**src/rtl/core/sit_pkg.sv**
```systemverilog
// Shared types for the segment intersection test core.
`default_nettype none

package sit_pkg;

    // Sign of one orientation product pair, plus the closed-extent test on its differences.
    typedef struct packed {
        logic pos;
        logic zero;
        logic in_extent;
    } orient_t;

endpackage

`default_nettype wire

```
**src/rtl/core/sit_orient.sv**
```systemverilog
// Orientation sign and extent test for one point against a segment, from registered differences.
`default_nettype none

module sit_orient #(
    parameter int DIFF_WIDTH = 17
) (
    input  wire logic signed [DIFF_WIDTH-1:0] dax,
    input  wire logic signed [DIFF_WIDTH-1:0] day,
    input  wire logic signed [DIFF_WIDTH-1:0] dbx,
    input  wire logic signed [DIFF_WIDTH-1:0] dby,
    output sit_pkg::orient_t                  result
);

    localparam int PROD_WIDTH = 2 * DIFF_WIDTH;

    logic signed [PROD_WIDTH-1:0] prod_a;
    logic signed [PROD_WIDTH-1:0] prod_b;
    logic                         x_outside;
    logic                         y_outside;

    assign prod_a = PROD_WIDTH'(dax) * PROD_WIDTH'(dby);
    assign prod_b = PROD_WIDTH'(dbx) * PROD_WIDTH'(day);

    // Outside the extent when both ends lie strictly on one side of the point.
    assign x_outside = ((dax > 0) && (dbx > 0)) || ((dax < 0) && (dbx < 0));
    assign y_outside = ((day > 0) && (dby > 0)) || ((day < 0) && (dby < 0));

    assign result.pos       = prod_a > prod_b;
    assign result.zero      = prod_a == prod_b;
    assign result.in_extent = !x_outside && !y_outside;

endmodule

`default_nettype wire

```
**config.mk**
```make
export PLATFORM = sky130hd
export DESIGN_NAME = sit_orient
export DESIGN_NICKNAME = d
export VERILOG_FILES = /design/src/rtl/core/sit_pkg.sv /design/src/rtl/core/sit_orient.sv
export SDC_FILE = /design/constraint.sdc
export NUM_CORES = 2
export LEC_CHECK = 0
export ABC_AREA = 1
export BUFFER_PORTS_ARGS = -buffer_cell sky130_fd_sc_hd__buf_2
export CORE_MARGIN = 1
export CORE_UTILIZATION = 60
export DETAILED_ROUTE_END_ITERATION = 10
export PLACE_DENSITY_LB_ADDON = 0.12
export SLEW_MARGIN = 20
export SYNTH_ARGS = -nofsm -noshare
export SYNTH_HDL_FRONTEND = slang
export SYNTH_SLANG_ARGS = --single-unit
export TNS_END_PERCENT = 30
```
**constraint.sdc**
```tcl
create_clock -name vclk -period 14.63
set_input_delay 0.7315 -clock vclk [all_inputs]
set_output_delay 0.7315 -clock vclk [all_outputs]
set_load 0.05 [all_outputs]
```
==> flow_metrics.py <==
metrics = {
    "final_layout": {
        "insertedDiodeCount": 0,
        "drive_gt1_share_pct": 3.62,
        "layout.area.seq_um2": 0,
        "n_fill_cell": 3633,
        "clockBufferCount": 0,
        "layout-area-overhead-vs-synth_pct": 2.09,
        "layout.nets": 3991,
        "nFlopsAndLatches": 0,
        "multi_input_area_mm2": 0.0200,
    },
    "timing": {
        "grt_setup_unrepaired": "false",
        "fmax_ghz": 0.110,
        "max-slew-margin-rel_pct": 48.5,
        "drv_slew": 0,
        "setup-tns-final_ns": 0,
        "hold_violations": 0,
        "timing_worst_slew_pin_value_ns": 0.771,
        "finalCritPeriodShare_pct": 62.0,
        "layout_min_cycle_time_ns": 9.07,
        "setup_viol": 0,
    },
    "synthesis": {
        "netlist.top_cell.by_area": "fa_1",
        "synth_cells": 3189,
        "yosysMostFrequentCell": "inv_1",
        "synth_common_cells": "inv_1 (1012), nand2_1 (778), fa_1 (592), ha_1 (204), nor2_1 (111)",
        "syn_nets": 4053,
        "yosysWarnings": 0,
        "synth_largest_type_area_fraction_pct": 48.7,
        "syn-mean-instance-area_um2": 7.64,
        "synth.yosys.seq_area_share_pct": 0,
        "cell_types_occupying_the_most_area_after_synthesis": "fa_1 (49%), inv_1 (16%), nand2_1 (12%), ha_1 (10%), nor2_1 (1.7%)",
        "syn-cell-area_mm2": 0.0243,
        "netlist-cell-type-count": 38,
    },
    "floorplan": {
        "starting_utilization_of_the_core_area_pct": 61.0,
        "dieArea_mm2": 0.0414,
        "core_region_area_mm2": 0.0399,
        "top_level_ports": 71,
        "die_w_um": 203,
        "dieHeight_um": 203,
        "rows": 73,
    },
    "placed_design": {
        "dpl.hpwl_mm": 51.2,
        "gpl.final_weighted_congestion": 0.959,
        "portBuffers": 71,
    },
    "detailed_routing": {
        "dr.first_iter.drc_count": 1492,
        "vias": 19000,
        "post_detailed_routing_wire_length_mm": 58.8,
        "postRouteAntennaNets": 0,
        "detailedRoute.firstPassIterationCount": 5,
        "vias_per_cell": 5.20,
        "routedWlPerCell_um": 16.1,
        "detail_route.drc_violations": 0,
    },
    "critical_path": {
        "crit_path_start_kind": "primary input",
        "critPathArrivalTime_ns": 8.34,
        "timing.setup.critical_path_class": "primary input to primary output",
        "cpPeakStageDelay_ns": 0.71,
        "slowest_stage_cell_crit_path": "fa_1",
        "cpMostUsedCell": "fa_1",
        "timing.critical_path.required_ns": 13.90,
        "timing.critical_path.to_type": "primary output",
        "worstPathMaxFanout": 19,
    },
    "global_routing": {
        "grt_pass1_wl_mm": 101,
        "globalRouteTotalUtil_pct": 30.3,
        "antenna_violations_before_repair": 0,
        "vias_in_the_first_global_route": 20400,
        "grt_overflow_total": 0,
        "grt_start_max_net_pins": 21,
    },
    "cts": {
        "cts_resized": 0,
        "number_of_buffers_inserted_for_hold_repair_after_clock_tree_synthesis": 0,
        "cts_setup_buffers": 0,
    },
    "run": {
        "maxCapViolCount": 0,
    },
    "worst_hold_path": {
        "min_path_type": "primary input to primary output",
    },
    "outcome": {
        "run_status": "finished clean",
    },
}
final timing paths:
path | cells after the start | end | startpoint | slack, ns
min | 5 | result[0] | dbx[16] | 2.32
max | 29 | result[2] | dax[16] | 5.56
placed cells by master (no fill, tap or decap), types with 9 or more instances in the layout:
cell	count
inv_1	1012
nand2_1	778
fa_1	592
ha_1	204
nor2_1	111
a21oi_1	72
buf_2	71
nand3_1	47
xor2_1	32
xnor2_1	27
o21ai_0	26
nand4_1	24
o21bai_1	19
nor4_1	19
nand2_2	10
nor3_1	10
or2_2	9
metal layers:
metal	vias up	global-route usage, %	share of wire, %
met5	-	0	0
met4	0	4.67	1.5
met3	72	1.98	6.4
met2	657	50.4	47
met1	9407	44.7	45
li1	8853	-	-
final cells by class:
cell class | count | share of cell area (%)
inverters | 1013 | 15.3
multi-input cells | 2040 | 80.6
well taps | 525 | 2.64
repair buffers | 72 | 1.46
worst max-delay path: cells and delay by family:
family | cells | cell delay (ns)
simple gates | 14 | 2.40
fa+ha+maj | 8 | 3.84
buf+inv | 7 | 1.33
metrics by stage:
step                      worst slack, ns  instance area (um2)  std cells  utilization [%]  hold WS (ns)
after floorplan                      6.43                24300       3189                -          1.88
after global placement               5.86                24900       3650             62.3          2.33
after detailed placement             5.76                24900       3650             62.3          2.30
after CTS                            5.73                24900       3650             62.3          2.30
after global routing                 5.15                24900       3650             62.3          2.36
final                                5.56                24900       3650             62.3          2.32
cell families (layout without fill, tap and decap cells):
family / after synthesis / after routing / share of synthesized area (%)
buffers and inverters: 1149 / 1085 / 17.7
AND/OR/NAND/NOR: 1038 / 1038 / 17.5
adder cells (fa/ha/maj): 796 / 796 / 59.2
XOR/XNOR: 59 / 59 / 2.12
AO/OA/AOI/OAI: 147 / 147 / 3.46
Power is not shown: default switching activity piles up to over one toggle a cycle in this logic, so the estimate is an artifact.
